[config.mk]
export PLATFORM = sky130hd
export DESIGN_NAME = manchester_edge_time_generator_core_flat
export DESIGN_NICKNAME = d
export VERILOG_FILES = /design/src/hw/rtl/metg_pkg.sv /design/src/hw/rtl/metg_in_if.sv /design/src/hw/rtl/metg_out_if.sv /design/src/hw/rtl/manchester_edge_time_generator_core.sv /design/src/flat_wrapper.sv
export SDC_FILE = /design/constraint.sdc
export NUM_CORES = 1
export LEC_CHECK = 0
export BUFFER_PORTS_ARGS = -buffer_cell sky130_fd_sc_hd__buf_4
export CORE_MARGIN = 1
export CORE_UTILIZATION = 30
export CTS_BUF_LIST = sky130_fd_sc_hd__clkbuf_4 sky130_fd_sc_hd__clkbuf_8
export CTS_CLUSTER_DIAMETER = 120
export DETAILED_ROUTE_END_ITERATION = 7
export SLEW_MARGIN = 0
export SYNTH_ARGS = -nofsm -noshare
export SYNTH_HDL_FRONTEND = slang
export SYNTH_SLANG_ARGS = --single-unit
[constraint.sdc]
create_clock -name clk -period 10.8 [get_ports clk]
set_input_delay 2.16 -clock clk [delete_from_list [all_inputs] [get_ports clk]]
set_output_delay 2.16 -clock clk [all_outputs]
set_load 0.01 [all_outputs]
[src/hw/rtl/metg_pkg.sv]
`default_nettype none
package metg_pkg;

  // frame limits and field widths
  localparam int unsigned MAX_BITS   = 32;
  localparam int unsigned BITS_W     = 6;
  localparam int unsigned TIME_W     = 17;
  localparam int unsigned HALF_W     = 10;
  localparam int unsigned FULL_W     = 11;
  localparam int unsigned STOP_W     = 13;
  localparam int unsigned CFG_DATA_W = 13;
  localparam int unsigned CFG_IDX_W  = 2;

  // register reset values
  localparam logic [HALF_W-1:0] HALF_BIT_RESET = HALF_W'(417);
  localparam logic [FULL_W-1:0] FULL_BIT_RESET = FULL_W'(833);
  localparam logic [STOP_W-1:0] STOP_RESET     = STOP_W'(2450);

  typedef enum logic [1:0] {
    OP_START = 2'd0,
    OP_BIT   = 2'd1,
    OP_END   = 2'd2,
    OP_NONE  = 2'd3
  } op_t;

  typedef enum logic [1:0] {
    ERR_NONE     = 2'd0,
    ERR_TOO_MANY = 2'd1,
    ERR_NO_FRAME = 2'd2
  } err_t;

  typedef enum logic [CFG_IDX_W-1:0] {
    CFG_HALF_BIT = 2'd0,
    CFG_FULL_BIT = 2'd1,
    CFG_STOP     = 2'd2,
    CFG_UNUSED   = 2'd3
  } cfg_idx_t;

  typedef struct packed {
    logic [TIME_W-1:0] edge_time;
    logic              toggle;
    logic              last;
    logic [1:0]        error;
  } result_t;

endpackage
`default_nettype wire

[src/hw/rtl/metg_in_if.sv]
`default_nettype none
interface metg_in_if;
  logic       valid;
  logic       ready;
  logic [1:0] op;
  logic       bit_value;

  modport source (output valid, output op, output bit_value, input ready);
  modport sink (input valid, input op, input bit_value, output ready);
endinterface
`default_nettype wire

[src/hw/rtl/metg_out_if.sv]
`default_nettype none
interface metg_out_if;
  logic                          valid;
  logic                          ready;
  logic [metg_pkg::TIME_W-1:0]   edge_time;
  logic                          toggle;
  logic                          last;
  logic [1:0]                    error;

  modport source (output valid, output edge_time, output toggle, output last,
                  output error, input ready);
  modport sink (input valid, input edge_time, input toggle, input last,
                input error, output ready);
endinterface
`default_nettype wire

[src/hw/rtl/manchester_edge_time_generator_core.sv]
`default_nettype none
// Manchester edge time generator: takes a frame one request at a time (start,
// one request per data bit, end) and returns the microsecond time stamps,
// counted from frame start, at which the transmit line toggles, closing each
// frame with a non-toggling marker one stop time after the last edge. Each
// request is decoded and the frame state updated in the cycle it is accepted;
// its one or two results go into a four-entry queue that feeds out_ch one
// result per cycle unless stalled. A request is taken in every cycle while
// the queue holds at most one result, so single-result requests flow at one
// per cycle and a two-result request (equal data bit, or end of frame at a low
// level) takes two entries; the output channel sets the sustained rate. Errors
// (too many bits, no open frame) come back as a single result with edge_time 0.
// Bit times and the stop time must be written through the cfg port while the
// block is idle, which it does not itself enforce; all times wrap modulo 2^17.
module manchester_edge_time_generator_core (
  input  wire                                   clk,
  input  wire                                   rst_n,
  metg_in_if.sink                               in_ch,
  metg_out_if.source                            out_ch,
  input  wire                                   cfg_we,
  input  wire [metg_pkg::CFG_IDX_W-1:0]         cfg_idx,
  input  wire [metg_pkg::CFG_DATA_W-1:0]        cfg_wdata
);

  localparam int unsigned TW = metg_pkg::TIME_W;

  // configuration registers
  logic [metg_pkg::HALF_W-1:0] half_bit_r;
  logic [metg_pkg::FULL_W-1:0] full_bit_r;
  logic [metg_pkg::STOP_W-1:0] stop_r;

  // frame state
  logic [TW-1:0]               cur_time_r, cur_time_nxt;
  logic [TW-1:0]               prev_edge_r, prev_edge_nxt;
  logic [TW-1:0]               pending_r, pending_nxt;
  logic                        level_r, level_nxt;
  logic                        open_r, open_nxt;
  logic [metg_pkg::BITS_W-1:0] bits_r, bits_nxt;

  // result queue
  metg_pkg::result_t           queue_r [4];
  logic [1:0]                  wr_ptr_r, rd_ptr_r;
  logic [1:0]                  count_r, count_nxt;

  logic                        accept, pop;
  logic [1:0]                  n_res;
  metg_pkg::result_t           res0, res1;
  metg_pkg::op_t               op;

  // time sums, all modulo 2^17
  logic [TW-1:0] half_t, full_t, stop_t;
  logic [TW-1:0] cur_plus_half, cur_plus_two_half, prev_plus_full;
  logic [TW-1:0] diff_cur, prev_plus_stop, cur_plus_stop, two_half;

  assign half_t = TW'(half_bit_r);
  assign full_t = TW'(full_bit_r);
  assign stop_t = TW'(stop_r);

  assign two_half          = half_t + half_t;
  assign cur_plus_half     = cur_time_r + half_t;
  assign cur_plus_two_half = cur_plus_half + half_t;
  assign prev_plus_full    = prev_edge_r + full_t;
  assign diff_cur          = prev_plus_full + half_t;
  assign prev_plus_stop    = prev_edge_r + stop_t;
  assign cur_plus_stop     = cur_time_r + stop_t;

  // room for two results whenever at most one is waiting
  assign in_ch.ready = ~count_r[1];
  assign accept      = in_ch.valid & in_ch.ready;
  assign pop         = out_ch.valid & out_ch.ready;
  assign op          = metg_pkg::op_t'(in_ch.op);

  // configuration writes
  always_ff @(posedge clk) begin
    if (!rst_n) begin
      half_bit_r <= metg_pkg::HALF_BIT_RESET;
      full_bit_r <= metg_pkg::FULL_BIT_RESET;
      stop_r     <= metg_pkg::STOP_RESET;
    end else if (cfg_we) begin
      unique case (metg_pkg::cfg_idx_t'(cfg_idx))
        metg_pkg::CFG_HALF_BIT: half_bit_r <= cfg_wdata[metg_pkg::HALF_W-1:0];
        metg_pkg::CFG_FULL_BIT: full_bit_r <= cfg_wdata[metg_pkg::FULL_W-1:0];
        metg_pkg::CFG_STOP:     stop_r     <= cfg_wdata[metg_pkg::STOP_W-1:0];
        default: ;  // unused index, ignored
      endcase
    end
  end

  // request decode and frame state update
  always_comb begin
    cur_time_nxt  = cur_time_r;
    prev_edge_nxt = prev_edge_r;
    pending_nxt   = pending_r;
    level_nxt     = level_r;
    open_nxt      = open_r;
    bits_nxt      = bits_r;
    n_res         = 2'd0;
    res0          = '{edge_time: '0, toggle: 1'b0, last: 1'b1,
                      error: metg_pkg::ERR_NONE};
    res1          = '{edge_time: '0, toggle: 1'b0, last: 1'b1,
                      error: metg_pkg::ERR_NONE};
    if (accept) begin
      unique case (op)
        metg_pkg::OP_START: begin
          // fresh frame, any open frame is dropped silently
          open_nxt      = 1'b1;
          bits_nxt      = '0;
          level_nxt     = 1'b1;
          prev_edge_nxt = half_t;
          cur_time_nxt  = two_half;
          pending_nxt   = two_half;
          res0.edge_time = half_t;
          res0.toggle    = 1'b1;
          n_res          = 2'd1;
        end
        metg_pkg::OP_NONE: ;
        default: begin
          if (!open_r) begin
            res0.error = metg_pkg::ERR_NO_FRAME;
            n_res      = 2'd1;
          end else if (op == metg_pkg::OP_BIT) begin
            if (bits_r >= metg_pkg::BITS_W'(metg_pkg::MAX_BITS)) begin
              // frame overflow aborts the frame
              open_nxt   = 1'b0;
              res0.error = metg_pkg::ERR_TOO_MANY;
              n_res      = 2'd1;
            end else begin
              bits_nxt = bits_r + 1'b1;
              if (in_ch.bit_value == level_r) begin
                // same level: pending edge becomes final, two more half bits
                res0.edge_time = pending_r;
                res0.toggle    = 1'b1;
                res0.last      = 1'b0;
                res1.edge_time = cur_plus_half;
                res1.toggle    = 1'b1;
                prev_edge_nxt  = cur_plus_half;
                cur_time_nxt   = cur_plus_two_half;
                pending_nxt    = cur_plus_two_half;
                n_res          = 2'd2;
              end else begin
                // level change: pending edge dropped, edge one full bit on
                res0.edge_time = prev_plus_full;
                res0.toggle    = 1'b1;
                prev_edge_nxt  = prev_plus_full;
                cur_time_nxt   = diff_cur;
                pending_nxt    = diff_cur;
                level_nxt      = in_ch.bit_value;
                n_res          = 2'd1;
              end
            end
          end else begin
            // end of frame
            open_nxt = 1'b0;
            if (level_r) begin
              cur_time_nxt   = prev_plus_stop;
              res0.edge_time = prev_plus_stop;
              n_res          = 2'd1;
            end else begin
              res0.edge_time = pending_r;
              res0.toggle    = 1'b1;
              res0.last      = 1'b0;
              res1.edge_time = cur_plus_stop;
              cur_time_nxt   = cur_plus_stop;
              level_nxt      = 1'b1;
              n_res          = 2'd2;
            end
          end
        end
      endcase
    end
  end

  assign count_nxt = count_r + n_res - {1'b0, pop};

  always_ff @(posedge clk) begin
    if (!rst_n) begin
      cur_time_r  <= '0;
      prev_edge_r <= '0;
      pending_r   <= '0;
      level_r     <= 1'b1;
      open_r      <= 1'b0;
      bits_r      <= '0;
      wr_ptr_r    <= '0;
      rd_ptr_r    <= '0;
      count_r     <= '0;
    end else begin
      cur_time_r  <= cur_time_nxt;
      prev_edge_r <= prev_edge_nxt;
      pending_r   <= pending_nxt;
      level_r     <= level_nxt;
      open_r      <= open_nxt;
      bits_r      <= bits_nxt;
      wr_ptr_r    <= wr_ptr_r + n_res;
      rd_ptr_r    <= rd_ptr_r + {1'b0, pop};
      count_r     <= count_nxt;
    end
  end

  // queue payload, no reset needed
  always_ff @(posedge clk) begin
    if (n_res != 2'd0) begin
      queue_r[wr_ptr_r] <= res0;
    end
    if (n_res == 2'd2) begin
      queue_r[wr_ptr_r + 2'd1] <= res1;
    end
  end

  assign out_ch.valid     = (count_r != 2'd0);
  assign out_ch.edge_time = queue_r[rd_ptr_r].edge_time;
  assign out_ch.toggle    = queue_r[rd_ptr_r].toggle;
  assign out_ch.last      = queue_r[rd_ptr_r].last;
  assign out_ch.error     = queue_r[rd_ptr_r].error;

endmodule
`default_nettype wire

[src/flat_wrapper.sv]
// flat-port wrapper written by rule: the top's interface ports become plain ports
module manchester_edge_time_generator_core_flat 
  (clk, rst_n, cfg_we, cfg_idx, cfg_wdata, in_ch_valid, in_ch_op, in_ch_bit_value, in_ch_ready, out_ch_valid, out_ch_edge_time, out_ch_toggle, out_ch_last, out_ch_error, out_ch_ready);
  metg_in_if in_ch_i ();
  metg_out_if out_ch_i ();
  input  wire clk;
  input  wire rst_n;
  input  wire cfg_we;
  input  wire [metg_pkg::CFG_IDX_W-1:0] cfg_idx;
  input  wire [metg_pkg::CFG_DATA_W-1:0] cfg_wdata;
  input wire logic [$bits(in_ch_i.valid)-1:0] in_ch_valid;
  input wire logic [$bits(in_ch_i.op)-1:0] in_ch_op;
  input wire logic [$bits(in_ch_i.bit_value)-1:0] in_ch_bit_value;
  output wire logic [$bits(in_ch_i.ready)-1:0] in_ch_ready;
  output wire logic [$bits(out_ch_i.valid)-1:0] out_ch_valid;
  output wire logic [$bits(out_ch_i.edge_time)-1:0] out_ch_edge_time;
  output wire logic [$bits(out_ch_i.toggle)-1:0] out_ch_toggle;
  output wire logic [$bits(out_ch_i.last)-1:0] out_ch_last;
  output wire logic [$bits(out_ch_i.error)-1:0] out_ch_error;
  input wire logic [$bits(out_ch_i.ready)-1:0] out_ch_ready;
  assign in_ch_i.valid = in_ch_valid;
  assign in_ch_i.op = in_ch_op;
  assign in_ch_i.bit_value = in_ch_bit_value;
  assign in_ch_ready = in_ch_i.ready;
  assign out_ch_valid = out_ch_i.valid;
  assign out_ch_edge_time = out_ch_i.edge_time;
  assign out_ch_toggle = out_ch_i.toggle;
  assign out_ch_last = out_ch_i.last;
  assign out_ch_error = out_ch_i.error;
  assign out_ch_i.ready = out_ch_ready;
  manchester_edge_time_generator_core u_core (.clk(clk), .rst_n(rst_n), .in_ch(in_ch_i), .out_ch(out_ch_i), .cfg_we(cfg_we), .cfg_idx(cfg_idx), .cfg_wdata(cfg_wdata));
endmodule
==> flow_metrics.tcl, run 1 <==
set metrics [dict create \
    routed_via_density 5.75 \
    insertedDiodeCount 0 \
    drc 2 \
    cts_root_buf "clkbuf_8" \
    post_cts_resized 0 \
    grt_overflow_total 0 \
    cts_buffers 17 \
    worstPathArrival_ns 5.42 \
    syn_inst 1337 \
    area_growth_pct 10.1 \
    synth.top_cell.area_share 0.185 \
    seq_area_frac_synth 0.364 \
    drive_above_1_share 0.111 \
    hold_slack_ns 0.479 \
    tns_ns 0 \
    core_um2 39600 \
    hold_path.class "register to register" \
    drt-total-wl_um 40200 \
    place_congestion 0.975 \
    nNetsFinal 1436 \
    leakage_uw 0.00474 \
    worstHoldStart "u_core.full_bit_r[10]" \
    synth_nets 1431 \
    grt_use_total 0.195 \
    grt_max_degree 75 \
    nFillCells 4135 \
    yosys_warnings 0 \
    tightestPinTransition_ns 1.09 \
    path_clk_slew_ns 0.10 \
    post-dp-hpwl_um 30000 \
    status "finished with violations" \
    ys_ff_latch 183 \
    post_cts_buffers 0 \
    setup_viol 0 \
    fin_area_um2 13300 \
    rsz0062_at_grt "false" \
    clk_path_buf_depth 2 \
    row_count 73 \
    hold_violations 0 \
    h-tree-depth 4 \
    drt-wirelength-per-cell_um 21.4 \
    dr_total_vias 10800 \
    io_buffers 45 \
    clock_latency_ns 0.50 \
    critPathLaunchType "input pin" \
    critPathKind "input pin to register" \
    async_flop_share 0 \
    relSlewSlack 0.263 \
    synth_cell_types 79 \
    grt_first_pass_wirelength_um 61400 \
    synth_area_um2 12000 \
    yosys_most_used_dff "dfxtp_1" \
    r2r-start "u_core.half_bit_r[0]" \
    drt_iter0_markers 1374 \
    syn_avg_cell_area_um2 9.00 \
    period_share 0.491 \
    multi_input_area_um2 7290 \
    pwr-share-comb 0.256 \
    cellPowerDensity_nw_per_um2 127 \
    grt_antenna_before_repair 0 \
    seqCellArea_um2 4380 \
    first_pass_iters 8 \
    switching_share 0.339 \
    cts_num_sinks 183 \
    synth_edf_count 72 \
    grt_pass1_vias 10200 \
    finClkSkew_ns 0.0214 \
    fmax_ghz 0.188 \
    die_area_um2 40900 \
    maxCapViolCount 0 \
    violations "DRC" \
    synth_area_leaders "dfxtp_1 (18%), edfxtp_1 (18%), ha_1 (6.9%), nand2_1 (5.3%), mux4_2 (3.9%)" \
    synth_top_area_cell "dfxtp_1" \
    end_kind "register" \
    worstPathRequired_ns 10.92 \
    dieWidth_um 202 \
    min_period_ns 5.31 \
    hold_buffers 0 \
    finalMaxSlewViolations 0 \
    cts_tree "built" \
    die-height_um 202 \
    crit_fanout 19 \
    seq_power_share 0.473 \
    power_switching_uw 571 \
    boundaryPins 46 \
    cp-startpoint "in_ch_op[1]" \
    dpl-instance-area_um2 12900 \
    mostFrequentLayoutCells "nand2_1 (170), dfxtp_1 (111), nor2_1 (96)" \
    pwr-share-clk 0.271 \
    power.internal_uw 1120 \
    layout_commonest_cell "nand2_1" \
    vdd_drop_max_mv 0.0861 \
    initial_core_util 0.304 \
    ant_nets 0 \
]
-- power groups by stage --
stage | clock network (uW) | logic (uW) | registers [uW]
floorplan | 0 | 290 | 792
global placement | 0 | 426 | 812
detailed placement | 0 | 431 | 813
CTS | 466 | 432 | 798
global route | 497 | 468 | 804
finish | 457 | 431 | 798
-- synthesized netlist by cell type, drive strengths merged, types with 14 or more instances --
library cell	instances
a211oi	14
a21boi	26
a21o	20
a21oi	79
a222oi	24
a22oi	16
and2	19
clkbuf	70
dfxtp	111
edfxtp	72
ha	66
inv	24
mux4	21
nand2	170
nand3	39
nor2	97
nor2b	50
nor3	22
o21a	16
o21ai	75
o22ai	61
xnor2	42
xor2	26
-- flip-flops by register name, indices dropped and copies added (netlist names) --
name	flops
u_core.count_r	2
u_core.wr_ptr_r	2
u_core.level_r	1
u_core.open_r	1
u_core.bits_r	6
u_core.queue_r	84
u_core.full_bit_r	11
u_core.pending_r	17
u_core.prev_edge_r	17
u_core.half_bit_r	10
u_core.rd_ptr_r	2
u_core.cur_time_r	17
u_core.stop_r	13
-- final timing paths --
check	endpoint	slack, ns	cells after the start
worst max-delay path	u_core.queue_r[0][14]	5.49	7
worst min-delay path	u_core.full_bit_r[10]	0.48	2
worst max register to register	u_core.cur_time_r[15]	6.01	17
worst min register to register	u_core.full_bit_r[10]	0.48	2
-- cell type report --
type                            count  area share
Multi-Input combinational cell   1055       0.550
Sequential cell                   183       0.331
Tap cell                          525      0.0496
Timing Repair Buffer               61      0.0346
Clock buffer                       17      0.0177
Clock inverter                     15      0.0104
Inverter                           24     0.00680
-- cells by family after synthesis --
logic type / after synthesis / synth area share
buffers and inverters: 99 / 0.0318
adder cells (fa/ha/maj): 71 / 0.0769
XOR/XNOR: 68 / 0.0495
AND/OR/NAND/NOR: 464 / 0.186
multiplexers: 38 / 0.0542
AO/OA/AOI/OAI: 414 / 0.237
flip-flops: 183 / 0.364
-- critical path, stage by stage --
cell and delay [ns]:
buf_4 0.09, inv_1 0.04, ha_1 0.66, nand3_1 0.41, a21oi_1 0.44, nand3_1 0.65, nand2_1 0.95
-- per-stage QoR --
stage,instances,power [uW],util,setup slack [ns]
2_1_floorplan,1337,1080,-,5.44
3_3_place_gp,1848,1240,0.325,5.19
3_5_place_dp,1848,1240,0.325,5.05
4_1_cts,1880,1700,0.334,5.58
5_1_grt,1880,1770,0.334,5.25
6_report,1880,1690,0.334,5.49
-- per-layer routing --
| metal | vias up | global-route usage | part of all wire |
|---|---|---|---|
| met5 | - | 0 | 0 |
| met4 | 0 | 0.0803 | 0.038 |
| met3 | 99 | 0.0364 | 0.083 |
| met2 | 546 | 0.292 | 0.43 |
| met1 | 5137 | 0.274 | 0.45 |
| li1 | 5020 | - | - |
No activity file was read; power rests on OpenSTA's default activity.
==> inputs of run 2 (changes only) <==
==> constraint.sdc (replaced) <==
create_clock -name clk -period 4.4 [get_ports clk]
set_input_delay 0.88 -clock clk [delete_from_list [all_inputs] [get_ports clk]]
set_output_delay 0.88 -clock clk [all_outputs]
set_load 0.01 [all_outputs]
==> run 2 against run 1 <==
  * The run now ends clean
  * Register-to-register slack worse by 5.9 ns
  * Routed wire length up 1.9%
  * Via count up 1.1%
  * Clock power rose to 2.8 times the previous value
  * Combinational power rose to 2.6 times the previous value
  * Critical endpoint is now u_core.cur_time_r[16]
  * Largest power group unchanged
==> flow_metrics.tcl, run 2 (synthesis results as in run 1) <==
set metrics [dict create \
    status "completed" \
    cts_tree "built" \
    drt-total-wl_um 40900 \
    finClkSkew_ns 0.0220 \
    largest_register_ff_count 84 \
    leakage_uw 0.00511 \
    setup_viol 0 \
    relSlewSlack 0.410 \
    drc 0 \
    top_register "u_core.queue_r" \
    mostFrequentLayoutCells "nand2_1 (170), buf_4 (124), dfxtp_1 (105)" \
    cts_num_sinks 183 \
    io_buffers 45 \
    grt_first_pass_wirelength_um 61800 \
    row_count 73 \
    clk_path_buf_depth 2 \
    ant_nets 0 \
    tightestPinTransition_ns 0.876 \
    first_pass_iters 6 \
    grt_overflow_total 0 \
    critPathKind "register to register" \
    place_congestion 0.959 \
    finalMaxSlewViolations 0 \
    dieWidth_um 202 \
    vdd_drop_max_mv 0.195 \
    dr_total_vias 10900 \
    nNetsFinal 1501 \
    routed_via_density 5.61 \
    maxCapViolCount 0 \
    layout_commonest_cell "nand2_1" \
    initial_core_util 0.304 \
    hold_violations 0 \
    post-dp-hpwl_um 30900 \
    hold_path.class "register to register" \
    core_um2 39600 \
    die_area_um2 40900 \
    cts_root_buf "clkbuf_8" \
    crit_fanout 6 \
    drt_iter0_markers 1041 \
    grt_max_degree 83 \
    drive_above_1_share 0.169 \
    die-height_um 202 \
    hold_depth 2 \
    area_growth_pct 15.7 \
    grt_pass1_vias 10200 \
    drt-wirelength-per-cell_um 21.0 \
    period_share 0.975 \
    end_kind "register" \
    insertedDiodeCount 0 \
    critPathLaunchType "register" \
    cellPowerDensity_nw_per_um2 313 \
    clock_latency_ns 0.50 \
    hold_slack_ns 0.470 \
    hold_buffers 0 \
    fmax_ghz 0.233 \
    min_period_ns 4.29 \
    worstPathArrival_ns 4.72 \
    cts_buffers 17 \
    h-tree-depth 4 \
    path_clk_slew_ns 0.12 \
    tns_ns 0 \
    grt_antenna_before_repair 0 \
    boundaryPins 46 \
    reg2regPathDepth 18 \
    worstPathRequired_ns 4.83 \
    grt_use_total 0.198 \
]
## run 2: repair_timing
item,4_1_cts,5_1_grt
buffers inserted,0,5
setup endpoints to repair,4,6
pin swaps,2,14
gates resized for setup,2,26
## run 2: layout make-up
type | instances | area [um^2]
Inverter | 24 | 90.1
Fill cell | 4118 | 25700
Multi-Input combinational cell | 1055 | 7380
Timing Repair Buffer | 126 | 971
Tap cell | 525 | 657
Clock inverter | 13 | 179
Clock buffer | 19 | 262
Sequential cell | 183 | 4390
## run 2: worst paths after layout
| path | end | slack (ns) | start |
|---|---|---|---|
| setup / recovery | u_core.cur_time_r[16] | 0.11 | u_core.cur_time_r[3] |
| hold / removal | u_core.pending_r[12] | 0.47 | u_core.pending_r[12] |
| setup reg to reg | u_core.cur_time_r[16] | 0.11 | u_core.cur_time_r[3] |
| hold reg to reg | u_core.pending_r[12] | 0.47 | u_core.pending_r[12] |
## run 2: layer usage
layer  track usage  wire length [um]  vias to the layer above
met5             0                 0                        -
met4        0.0661              1100                        0
met3        0.0406              3300                       64
met2         0.300             17700                      462
met1         0.277             18800                     5255
li1              -                 -                     5139
## run 2: metrics by stage
| step | utilization | power [uW] | cells | worst slack [ns] | cell area (um^2) |
|---|---|---|---|---|---|
| 4_1_cts | 0.348 | 4370 | 1940 | 0.0187 | 13800 |
| 3_5_place_dp | 0.337 | 3100 | 1908 | -0.0859 | 13400 |
| 5_1_grt | 0.351 | 4560 | 1945 | -0.00203 | 13900 |
| 2_1_floorplan | - | 2660 | 1337 | 0.317 | 12000 |
| 6_report | 0.351 | 4360 | 1945 | 0.108 | 13900 |
| 3_3_place_gp | 0.337 | 3090 | 1908 | 0.00415 | 13400 |
## run 2: critical path, stage by stage, from the launching register on
cell and delay [ns]:
dfxtp_2 0.36, ha_2 0.31, and3_4 0.19, a2111oi_4 0.45, o21ai_2 0.13, a21o_1 0.19, a21oi_1 0.16, xnor2_1 0.11
mux2_2 0.32, ha_4 0.29, nor2_1 0.05, nor2_1 0.12, o41ai_2 0.09, buf_4 0.16, nor4b_2 0.23, nor2_1 0.09
or3b_4 0.42, or4_4 0.50, nand3_1 0.09
## run 2: power breakdown
part	switching, uW	total, uW	internal, uW	leakage, uW
clock	713	1280	565	0.000217
combinational	626	1140	516	0.00330
sequential	72.7	1940	1870	0.00159
total	1410	4360	2950	0.00511
